`src/hdl/ssrc_pkg.sv`:
```
// ----------------------------------------------------------------------------
// ssrc_pkg - shared types and constants of the speed ramp controller
// Beat formats, configuration register map, command and mode codes, and
// the fixed-point constants of the smoothstep ramp and speed integrator.
// ----------------------------------------------------------------------------
package ssrc_pkg;

    // Fixed-point constants
    localparam int PROG_ONE       = 65536;  // ramp progress 1.0 in Q1.16
    localparam int DRAG_Q16       = 6553;   // coast drag 0.1 in Q0.16
    localparam int GEAR_THRESHOLD = 142;    // 2/3.6 m/s in Q8.8, truncated
    localparam int SNAP_LIMIT     = 25;     // largest speed with 10*v below 256

    // Bit-serial multiplier geometry
    localparam int MUL_A_W   = 32;
    localparam int MUL_B_W   = 18;
    localparam int MUL_P_W   = MUL_A_W + MUL_B_W;
    localparam int MUL_CNT_W = $clog2(MUL_B_W);

    // Configuration register map
    localparam int CFG_IDX_W = 3;
    localparam logic [CFG_IDX_W-1:0] CFG_MAX_ACCEL      = 3'd0;
    localparam logic [CFG_IDX_W-1:0] CFG_MAX_BRAKE      = 3'd1;
    localparam logic [CFG_IDX_W-1:0] CFG_MAX_EMERGENCY  = 3'd2;
    localparam logic [CFG_IDX_W-1:0] CFG_MAX_SPEED      = 3'd3;
    localparam logic [CFG_IDX_W-1:0] CFG_ACCEL_RAMP_INV = 3'd4;
    localparam logic [CFG_IDX_W-1:0] CFG_BRAKE_RAMP_INV = 3'd5;

    localparam logic [14:0] RST_MAX_ACCEL      = 15'd768;
    localparam logic [14:0] RST_MAX_BRAKE      = 15'd1536;
    localparam logic [14:0] RST_MAX_EMERGENCY  = 15'd2304;
    localparam logic [15:0] RST_MAX_SPEED      = 16'd7111;
    localparam logic [15:0] RST_ACCEL_RAMP_INV = 16'd256;
    localparam logic [15:0] RST_BRAKE_RAMP_INV = 16'd512;

    // Command codes
    localparam logic [1:0] REQ_TRACK     = 2'd0;
    localparam logic [1:0] REQ_EMERGENCY = 2'd1;
    localparam logic [1:0] REQ_HOLD      = 2'd2;
    localparam logic [1:0] REQ_GEAR      = 2'd3;

    // Ramp mode codes
    localparam logic [1:0] MODE_NONE  = 2'd0;
    localparam logic [1:0] MODE_ACCEL = 2'd1;
    localparam logic [1:0] MODE_BRAKE = 2'd2;

    typedef struct packed {
        logic [1:0]         req_type;
        logic signed [15:0] desired_speed;
        logic [15:0]        tick_time;
    } t_in_beat;

    typedef struct packed {
        logic [15:0]        speed;
        logic signed [15:0] acceleration;
        logic [1:0]         accel_mode;
        logic               reverse_gear;
    } t_out_beat;

    typedef struct packed {
        logic [14:0] max_accel;
        logic [14:0] max_brake;
        logic [14:0] max_emergency_brake;
        logic [15:0] max_speed;
        logic [15:0] accel_ramp_inverse;
        logic [15:0] brake_ramp_inverse;
    } t_cfg;

    typedef struct packed {
        logic               start;
        logic [MUL_A_W-1:0] a;
        logic [MUL_B_W-1:0] b;
    } t_mul_req;

    typedef struct packed {
        logic               done;
        logic [MUL_P_W-1:0] p;
    } t_mul_rsp;

endpackage

```
`src/hdl/ssrc_regs.sv`:
```
// ----------------------------------------------------------------------------
// ssrc_regs - configuration register file
// Six limit and ramp registers, written one beat at a time; unknown indexes
// are dropped and data bits above a register's width are discarded.
// ----------------------------------------------------------------------------
module ssrc_regs
    import ssrc_pkg::*;
(
    input  logic                 i_clk,
    input  logic                 i_rst_n,
    input  logic                 i_cfg_valid,
    output logic                 o_cfg_ready,
    input  logic [CFG_IDX_W-1:0] i_cfg_index,
    input  logic [15:0]          i_cfg_data,
    output t_cfg                 o_cfg
);

    t_cfg r_cfg;

    // Always take a write beat
    assign o_cfg_ready = 1'b1;
    assign o_cfg       = r_cfg;

    // Store written values
    always_ff @(posedge i_clk) begin
        if (!i_rst_n) begin
            r_cfg.max_accel           <= RST_MAX_ACCEL;
            r_cfg.max_brake           <= RST_MAX_BRAKE;
            r_cfg.max_emergency_brake <= RST_MAX_EMERGENCY;
            r_cfg.max_speed           <= RST_MAX_SPEED;
            r_cfg.accel_ramp_inverse  <= RST_ACCEL_RAMP_INV;
            r_cfg.brake_ramp_inverse  <= RST_BRAKE_RAMP_INV;
        end else if (i_cfg_valid) begin
            case (i_cfg_index)
                CFG_MAX_ACCEL:      r_cfg.max_accel           <= i_cfg_data[14:0];
                CFG_MAX_BRAKE:      r_cfg.max_brake           <= i_cfg_data[14:0];
                CFG_MAX_EMERGENCY:  r_cfg.max_emergency_brake <= i_cfg_data[14:0];
                CFG_MAX_SPEED:      r_cfg.max_speed           <= i_cfg_data;
                CFG_ACCEL_RAMP_INV: r_cfg.accel_ramp_inverse  <= i_cfg_data;
                CFG_BRAKE_RAMP_INV: r_cfg.brake_ramp_inverse  <= i_cfg_data;
                default: ;
            endcase
        end
    end

endmodule

```
`src/hdl/ssrc_mul.sv`:
```
// ----------------------------------------------------------------------------
// ssrc_mul - bit-serial shift-and-add multiplier
// Retires one multiplier bit per cycle, LSB first; the partial product
// shifts right so only one multiplicand-wide adder is needed.
// ----------------------------------------------------------------------------
module ssrc_mul
    import ssrc_pkg::*;
(
    input  logic     i_clk,
    input  logic     i_rst_n,
    input  t_mul_req i_req,
    output t_mul_rsp o_rsp
);

    logic [MUL_A_W-1:0]   r_a;
    logic [MUL_B_W-1:0]   r_b;
    logic [MUL_A_W-1:0]   r_hi;
    logic [MUL_B_W-1:0]   r_lo;
    logic [MUL_CNT_W-1:0] r_cnt;
    logic                 r_busy;
    logic                 r_done;
    logic [MUL_A_W:0]     sum;

    // Add the multiplicand when the current multiplier bit is set
    assign sum = {1'b0, r_hi} + (r_b[0] ? {1'b0, r_a} : '0);

    assign o_rsp.done = r_done;
    assign o_rsp.p    = {r_hi, r_lo};

    // Control: busy for one cycle per multiplier bit, pulse done at the end
    always_ff @(posedge i_clk) begin
        if (!i_rst_n) begin
            r_busy <= 1'b0;
            r_done <= 1'b0;
            r_cnt  <= '0;
        end else begin
            r_done <= r_busy && (r_cnt == '0);
            if (i_req.start) begin
                r_busy <= 1'b1;
                r_cnt  <= MUL_CNT_W'(MUL_B_W - 1);
            end else if (r_busy) begin
                if (r_cnt == '0) begin
                    r_busy <= 1'b0;
                end else begin
                    r_cnt <= r_cnt - 1'b1;
                end
            end
        end
    end

    // Datapath: load operands, then shift one bit a cycle
    always_ff @(posedge i_clk) begin
        if (i_req.start) begin
            r_a  <= i_req.a;
            r_b  <= i_req.b;
            r_hi <= '0;
            r_lo <= '0;
        end else if (r_busy) begin
            r_b  <= {1'b0, r_b[MUL_B_W-1:1]};
            r_hi <= sum[MUL_A_W:1];
            r_lo <= {sum[0], r_lo[MUL_B_W-1:1]};
        end
    end

endmodule

```
`src/hdl/smoothstep_speed_ramp_controller_core.sv`:
```
// ----------------------------------------------------------------------------
// smoothstep_speed_ramp_controller_core - S-curve speed ramp controller
// Input beat: command, desired speed and tick length. Output beat: updated
// speed, commanded acceleration, ramp mode and reverse gear flag, one per
// input beat. Configuration beats load the six limit and ramp registers and
// are taken in any cycle; write them only while no beat is in flight.
// Every multiply runs through one bit-serial multiplier, and one beat is
// worked at a time. A ramping track beat takes four passes (progress,
// square, smoothstep, scale) and one for the speed delta, or two drag
// passes in place of the delta when the ramp acceleration comes out zero.
// A coasting track beat takes two passes; hold, gear and emergency beats
// take one or two. The next input beat is accepted the cycle after a
// result is registered.
// The result sits in an output register; the next input beat is accepted
// while it waits, and the block stalls only when a second result is ready
// before the first is taken. Reset clears speed, acceleration, ramp and gear
// state and restores the register defaults; no clearing pass is needed.
// ----------------------------------------------------------------------------
module smoothstep_speed_ramp_controller_core
    import ssrc_pkg::*;
(
    input  logic                 i_clk,
    input  logic                 i_rst_n,
    input  logic                 i_in_valid,
    output logic                 o_in_ready,
    input  t_in_beat             i_in_data,
    output logic                 o_out_valid,
    input  logic                 i_out_ready,
    output t_out_beat            o_out_data,
    input  logic                 i_cfg_valid,
    output logic                 o_cfg_ready,
    input  logic [CFG_IDX_W-1:0] i_cfg_index,
    input  logic [15:0]          i_cfg_data
);

    typedef enum logic [3:0] {
        S_IDLE, S_DECODE, S_PROG, S_SQUARE, S_SMOOTH, S_MAG,
        S_INTEG, S_DRAG_RATE, S_DRAG, S_DELTA, S_FINISH
    } t_state;

    t_state             r_state;
    t_in_beat           r_item;
    logic [15:0]        r_speed;
    logic signed [15:0] r_accel;
    logic [1:0]         r_mode;
    logic [16:0]        r_prog;
    logic               r_rev;
    logic signed [17:0] r_v;
    logic               r_out_valid;
    t_out_beat          r_out;
    t_mul_req           r_mreq;

    t_cfg               cfg;
    t_mul_rsp           mul_rsp;

    logic [1:0]         target;
    logic [24:0]        prog_sum;
    logic [16:0]        prog_next;
    logic [15:0]        accel_abs;
    logic [15:0]        coast_v;
    logic signed [17:0] delta_v;
    logic [15:0]        speed_clamped;
    logic               out_free;

    ssrc_regs u_regs (
        .i_clk       (i_clk),
        .i_rst_n     (i_rst_n),
        .i_cfg_valid (i_cfg_valid),
        .o_cfg_ready (o_cfg_ready),
        .i_cfg_index (i_cfg_index),
        .i_cfg_data  (i_cfg_data),
        .o_cfg       (cfg)
    );

    ssrc_mul u_mul (
        .i_clk   (i_clk),
        .i_rst_n (i_rst_n),
        .i_req   (r_mreq),
        .o_rsp   (mul_rsp)
    );

    // Pick the ramp direction from desired versus current speed
    always_comb begin
        if (r_item.desired_speed > $signed({1'b0, r_speed})) begin
            target = MODE_ACCEL;
        end else if (r_item.desired_speed < $signed({1'b0, r_speed})) begin
            target = MODE_BRAKE;
        end else begin
            target = MODE_NONE;
        end
    end

    // Advance ramp progress, saturating at one
    assign prog_sum  = {8'b0, r_prog} + {1'b0, mul_rsp.p[31:8]};
    assign prog_next = (prog_sum > 25'(PROG_ONE)) ? 17'(PROG_ONE) : prog_sum[16:0];

    // Integrator helpers
    assign accel_abs = r_accel[15] ? 16'(-r_accel) : 16'(r_accel);
    assign coast_v   = r_speed - mul_rsp.p[47:32];
    assign delta_v   = r_accel[15] ?
                       $signed({2'b0, r_speed}) - $signed({3'b0, mul_rsp.p[30:16]}) :
                       $signed({2'b0, r_speed}) + $signed({3'b0, mul_rsp.p[30:16]});

    // Clamp the new speed to zero and the ceiling
    always_comb begin
        if (r_v[17]) begin
            speed_clamped = '0;
        end else if (r_v[16:0] > {1'b0, cfg.max_speed}) begin
            speed_clamped = cfg.max_speed;
        end else begin
            speed_clamped = r_v[15:0];
        end
    end

    assign out_free    = !r_out_valid || i_out_ready;
    assign o_in_ready  = (r_state == S_IDLE);
    assign o_out_valid = r_out_valid;
    assign o_out_data  = r_out;

    // Sequencer: state, ramp state, multiplier requests and output register
    always_ff @(posedge i_clk) begin
        if (!i_rst_n) begin
            r_state     <= S_IDLE;
            r_speed     <= '0;
            r_accel     <= '0;
            r_mode      <= MODE_NONE;
            r_prog      <= '0;
            r_rev       <= 1'b0;
            r_out_valid <= 1'b0;
            r_mreq.start <= 1'b0;
        end else begin
            r_mreq.start <= 1'b0;
            if (r_out_valid && i_out_ready) begin
                r_out_valid <= 1'b0;
            end
            case (r_state)
                S_IDLE: begin
                    if (i_in_valid) begin
                        r_item  <= i_in_data;
                        r_state <= S_DECODE;
                    end
                end
                S_DECODE: begin
                    r_state <= S_INTEG;
                    case (r_item.req_type)
                        REQ_TRACK: begin
                            if (target != r_mode) begin
                                r_mode <= target;
                                r_prog <= '0;
                            end
                            if (target == MODE_NONE) begin
                                r_accel <= '0;
                            end else begin
                                r_mreq.start <= 1'b1;
                                r_mreq.a     <= {16'b0, r_item.tick_time};
                                r_mreq.b     <= (target == MODE_ACCEL) ?
                                                {2'b0, cfg.accel_ramp_inverse} :
                                                {2'b0, cfg.brake_ramp_inverse};
                                r_state      <= S_PROG;
                            end
                        end
                        REQ_EMERGENCY: begin
                            r_accel <= -$signed({1'b0, cfg.max_emergency_brake});
                            r_mode  <= MODE_BRAKE;
                            r_prog  <= '0;
                        end
                        REQ_GEAR: begin
                            if (r_speed <= 16'(GEAR_THRESHOLD)) begin
                                r_rev <= ~r_rev;
                            end
                        end
                        default: ;
                    endcase
                end
                S_PROG: begin
                    if (mul_rsp.done) begin
                        r_prog       <= prog_next;
                        r_mreq.start <= 1'b1;
                        r_mreq.a     <= {15'b0, prog_next};
                        r_mreq.b     <= {1'b0, prog_next};
                        r_state      <= S_SQUARE;
                    end
                end
                S_SQUARE: begin
                    // t2 times (3 - 2t)
                    if (mul_rsp.done) begin
                        r_mreq.start <= 1'b1;
                        r_mreq.a     <= {15'b0, mul_rsp.p[32:16]};
                        r_mreq.b     <= 18'(3 * PROG_ONE) - {r_prog, 1'b0};
                        r_state      <= S_SMOOTH;
                    end
                end
                S_SMOOTH: begin
                    // Scale smoothstep by the active limit
                    if (mul_rsp.done) begin
                        r_mreq.start <= 1'b1;
                        r_mreq.a     <= {15'b0, mul_rsp.p[32:16]};
                        r_mreq.b     <= (r_mode == MODE_ACCEL) ? {3'b0, cfg.max_accel} :
                                                                 {3'b0, cfg.max_brake};
                        r_state      <= S_MAG;
                    end
                end
                S_MAG: begin
                    if (mul_rsp.done) begin
                        r_accel <= (r_mode == MODE_ACCEL) ?
                                   $signed({1'b0, mul_rsp.p[30:16]}) :
                                   -$signed({1'b0, mul_rsp.p[30:16]});
                        r_state <= S_INTEG;
                    end
                end
                S_INTEG: begin
                    r_mreq.start <= 1'b1;
                    if (r_accel == '0) begin
                        r_mreq.a <= {16'b0, r_speed};
                        r_mreq.b <= {2'b0, r_item.tick_time};
                        r_state  <= S_DRAG_RATE;
                    end else begin
                        r_mreq.a <= {16'b0, accel_abs};
                        r_mreq.b <= {2'b0, r_item.tick_time};
                        r_state  <= S_DELTA;
                    end
                end
                S_DRAG_RATE: begin
                    if (mul_rsp.done) begin
                        r_mreq.start <= 1'b1;
                        r_mreq.a     <= mul_rsp.p[31:0];
                        r_mreq.b     <= 18'(DRAG_Q16);
                        r_state      <= S_DRAG;
                    end
                end
                S_DRAG: begin
                    // Coast with drag, snap to zero near standstill
                    if (mul_rsp.done) begin
                        r_v     <= (coast_v <= 16'(SNAP_LIMIT)) ? '0 : $signed({2'b0, coast_v});
                        r_state <= S_FINISH;
                    end
                end
                S_DELTA: begin
                    if (mul_rsp.done) begin
                        r_v     <= delta_v;
                        r_state <= S_FINISH;
                    end
                end
                S_FINISH: begin
                    // Hold until the output register can take the beat
                    if (out_free) begin
                        r_speed            <= speed_clamped;
                        r_out.speed        <= speed_clamped;
                        r_out.acceleration <= r_accel;
                        r_out.accel_mode   <= r_mode;
                        r_out.reverse_gear <= r_rev;
                        r_out_valid        <= 1'b1;
                        r_state            <= S_IDLE;
                    end
                end
                default: begin
                    r_state <= S_IDLE;
                end
            endcase
        end
    end

endmodule
```
`config.mk`:
```
export PLATFORM = sky130hd
export DESIGN_NAME = smoothstep_speed_ramp_controller_core
export DESIGN_NICKNAME = d
export VERILOG_FILES = /design/src/hdl/ssrc_pkg.sv /design/src/hdl/ssrc_regs.sv /design/src/hdl/ssrc_mul.sv /design/src/hdl/smoothstep_speed_ramp_controller_core.sv
export SDC_FILE = /design/constraint.sdc
export NUM_CORES = 1
export LEC_CHECK = 0
export ABC_CLOCK_PERIOD_IN_PS = 24200
export BUFFER_PORTS_ARGS = -buffer_cell sky130_fd_sc_hd__buf_2
export CORE_ASPECT_RATIO = 0.75
export CORE_MARGIN = 2
export CORE_UTILIZATION = 25
export CTS_CLUSTER_SIZE = 40
export DETAILED_ROUTE_END_ITERATION = 12
export HOLD_SLACK_MARGIN = 0.06
export PLACE_DENSITY = 0.45
export REMOVE_ABC_BUFFERS = 1
export SLEW_MARGIN = 20
export SYNTH_ARGS = -nofsm -noshare
export SYNTH_HDL_FRONTEND = slang
export SYNTH_SLANG_ARGS = --single-unit
```
`constraint.sdc`:
```
create_clock -name i_clk -period 24.2 [get_ports i_clk]
set_input_delay 7.26 -clock i_clk [delete_from_list [all_inputs] [get_ports i_clk]]
set_output_delay 7.26 -clock i_clk [all_outputs]
set_load 0.05 [all_outputs]
```
==> out/qor.yml <==
power_and_ir_drop:
  switching_share_pct: 36.7
  p_leak_nw: 9.65
  internal_power_mw: 1.55
  p_sw_mw: 0.899
  p_clk_share_pct: 30.9
  peakVddDrop_mv: 0.0567
  power.density_nw_per_um2: 95.7
  seq_power_share_pct: 36.7
  combPwrFrac_pct: 32.5
  total_power_mw: 2.45
clock_tree:
  cts_buffers: 45
  h-tree-depth: 2
  cts_tree: "built"
  cts-resized-gates: 0
  clk_pin_slew_ns: 0.06
  cts_hold_buf: 0
  clock_path_buffers: 3
  cts_root_buf: "clkbuf_16"
  postCtsSetupBuffers: 0
  clk_latency_ns: 0.61
  cts.sinks: 395
placement:
  port-buffer-count: 94
  gp_congestion: 0.918
  dp_hpwl_um: 60500
critical_path:
  critPathLaunchType: "flop"
  cp_top_family: "simple AND/OR/NAND/NOR gates"
  r2r_cells: 14
  arrival_ns: 2.05
  critPathRequiredTime_ns: 16.94
  r2r-end: "r_mreq[21]"
  timing.critical_path.buf_inv: 1
  regToRegStartpoint: "r_prog[0]"
  cp-end-kind: "output pin"
  slowest_stage: "nor4_1"
  slowest_delay_ns: 0.57
  worstPathCellList: "nor4_1 > buf_2"
  worstPathMaxFanout: 19
  setup.worst_path.class: "reg2out"
  reg2reg_slack_ns: 19.09
logic_synthesis:
  synth_warnings: 0
  syn-cell-area_sq_um: 22100
  post-synth-top-area-fraction_pct: 25.4
  synth-seq-cells: 395
  netlist-cell-type-count: 81
  synth_area_leaders: "edfxtp_1 (25%), dfxtp_1 (19%), ha_1 (7.5%)"
  yosysTopAreaCell: "edfxtp_1"
  seq_area_frac_synth_pct: 44.2
  avgSynthCellArea_sq_um: 9.20
  ys.flop_type: "dfxtp_1"
  netlist_instances: 2406
  synthArstFlopShare_pct: 0
  synth-edff-count: 187
flow_run:
  cap_violations: 0
sta:
  maxSlewHeadroom_pct: 27.9
  drv_slew: 0
  final.setup.tns_ns: 0
  period_needed_ns: 9.31
  post-route-period-util_pct: 38.5
  finalHoldViolCount: 0
  finClkSkew_ns: 0.0353
  max_freq_mhz: 107
  rsz0062_at_grt: "no"
  tightest_slew_ns: 1.08
  setup_viol: 0
hold_path:
  hp-start: "r_mreq[40]"
  min_path_cells: 0
  hp-class: "reg2reg"
  worstHoldEndpoint: "u_mul.r_a[22]"
routing:
  wirelength_um: 81300
  drt.antenna.violating_nets: 0
  drt_first_iter_violations: 2158
  drc: 0
  dr.pass1.iters: 7
  vias: 18781
  wire_per_inst_um: 22.2
  avgViaCountPerCell: 5.13
floorplanning:
  rows: 94
  core-area_sq_um: 87700
  dieArea_sq_um: 91000
  die-width_um: 348
  initial_core_util_pct: 25.2
  die_y_um: 262
  ios: 96
grt:
  grt_pass1_wl_um: 119000
  grt_pass1_vias: 17527
  antenna_found_initial: 3
  grt_overflow: 0
  grt_max_degree: 90
  gr-usage-all-layers_pct: 17.5
finish:
  finalNetCount: 2665
  drive_above_1_share_pct: 10.4
  final_common_cell: "nand2_1"
  syn_to_final_growth_pct: 15.6
  layout_common_cells: "nand2_1 (336), a21oi_1 (218), dfxtp_1 (205)"
run_status:
  status: "complete, no violations"
-- registers in the layout, summed over array words and instances, names as in the netlist --
| signal | cells |
|---|---|
| u_mul.r_lo | 18 |
| u_mul.r_a | 32 |
| r_accel | 16 |
| o_out_valid | 1 |
| r_mreq | 51 |
| u_mul.r_b | 18 |
| r_v | 18 |
| u_mul.r_done | 1 |
| u_mul.r_busy | 1 |
| r_prog | 17 |
| u_mul.r_cnt | 5 |
| r_item | 34 |
| u_mul.r_hi | 32 |
| u_regs.o_cfg | 93 |
| o_out_data | 35 |
| r_state | 4 |
| r_rev | 1 |
| r_speed | 16 |
| r_mode | 2 |
-- routing by layer --
layer	share of wire, %	GRT usage, %	up-vias	wire [um]
met3	7.6	3.42	90	6200
li1	-	-	8811	-
met4	1.6	3.64	0	1300
met2	40	24.7	683	32600
met5	0	0	-	0
met1	51	27.1	9197	41200
-- cells by family after synthesis --
group,Yosys count,synth area share (%)
other,1,0.0169
adder cells (fa/ha/maj),138,7.97
buffers and inverters,226,3.91
AO/OA/AOI/OAI,630,18.2
AND/OR/NAND/NOR,807,16.8
multiplexers,88,4.10
XOR/XNOR,121,4.82
flip-flops,395,44.2
-- power groups by stage --
stage               Combinational, mW  Sequential [mW]  Clock, mW
floorplan                       0.521            0.885          0
global placement                0.768            0.910          0
detailed placement              0.774            0.910          0
CTS                             0.783            0.897      0.774
global route                    0.866            0.907      0.799
finish                          0.794            0.897      0.756
-- worst max-delay path by stage --
stage                     slack (ns)       start    endpoint  cells past startpoint
final                          14.89  r_state[2]  o_in_ready                      2
after global routing           14.76  r_state[2]  o_in_ready                      2
after CTS                      14.90  r_state[2]  o_in_ready                      2
after detailed placement       14.29     i_rst_n  r_mreq[19]                      6
after global placement         14.36     i_rst_n  r_mreq[22]                      6
after floorplan                 8.85     i_rst_n   r_mreq[0]                      2
-- cell type report --
cell class	instances	area (sq um)
fillers	9240	62200
clock buffers	67	1390
multi-input cells	1785	11500
flip-flops and latches	395	9790
repair buffers	129	746
inverters	113	427
clock inverters	16	243
well taps	1152	1440
diodes	2	5.00
-- Yosys cell counts (8+ instances only) --
library cell and n:
nand2_1 336, a21oi_1 219, dfxtp_1 208, edfxtp_1 187, nor2_1 181, ha_1 133
o21ai_0 122, inv_1 112, clkbuf_1 92, xnor2_1 80, mux2i_1 66, and2_1 57
xor2_1 40, nand3_1 36, a21o_1 35, nor3_1 35, a211oi_1 30, nand2b_1 26
nor2b_1 25, or3_1 24, a31oi_1 23, and3_1 23, o211ai_1 23, mux2_2 22
a22oi_1 18, a221oi_1 17, o21a_1 17, buf_1 15, nand4_1 15, o31ai_1 15
nor4_1 13, o21ai_1 11, o21bai_1 11, a222oi_1 10, or2_2 10, o221ai_1 9
a221o_1 8
-- stage by stage --
step           setup WS (ns)  hold slack, ns  utilization (%)  area (sq um)  std cells
2_1_floorplan           8.85           0.400                -         21700       2293
3_3_place_gp           14.36           0.405             27.2         23900       3573
3_5_place_dp           14.29           0.405             27.3         23900       3573
4_1_cts                14.90           0.422             29.1         25500       3656
5_1_grt                14.76           0.426             29.2         25600       3657
6_report               14.89           0.419             29.2         25600       3659
Power figures use the tool's default switching activity.
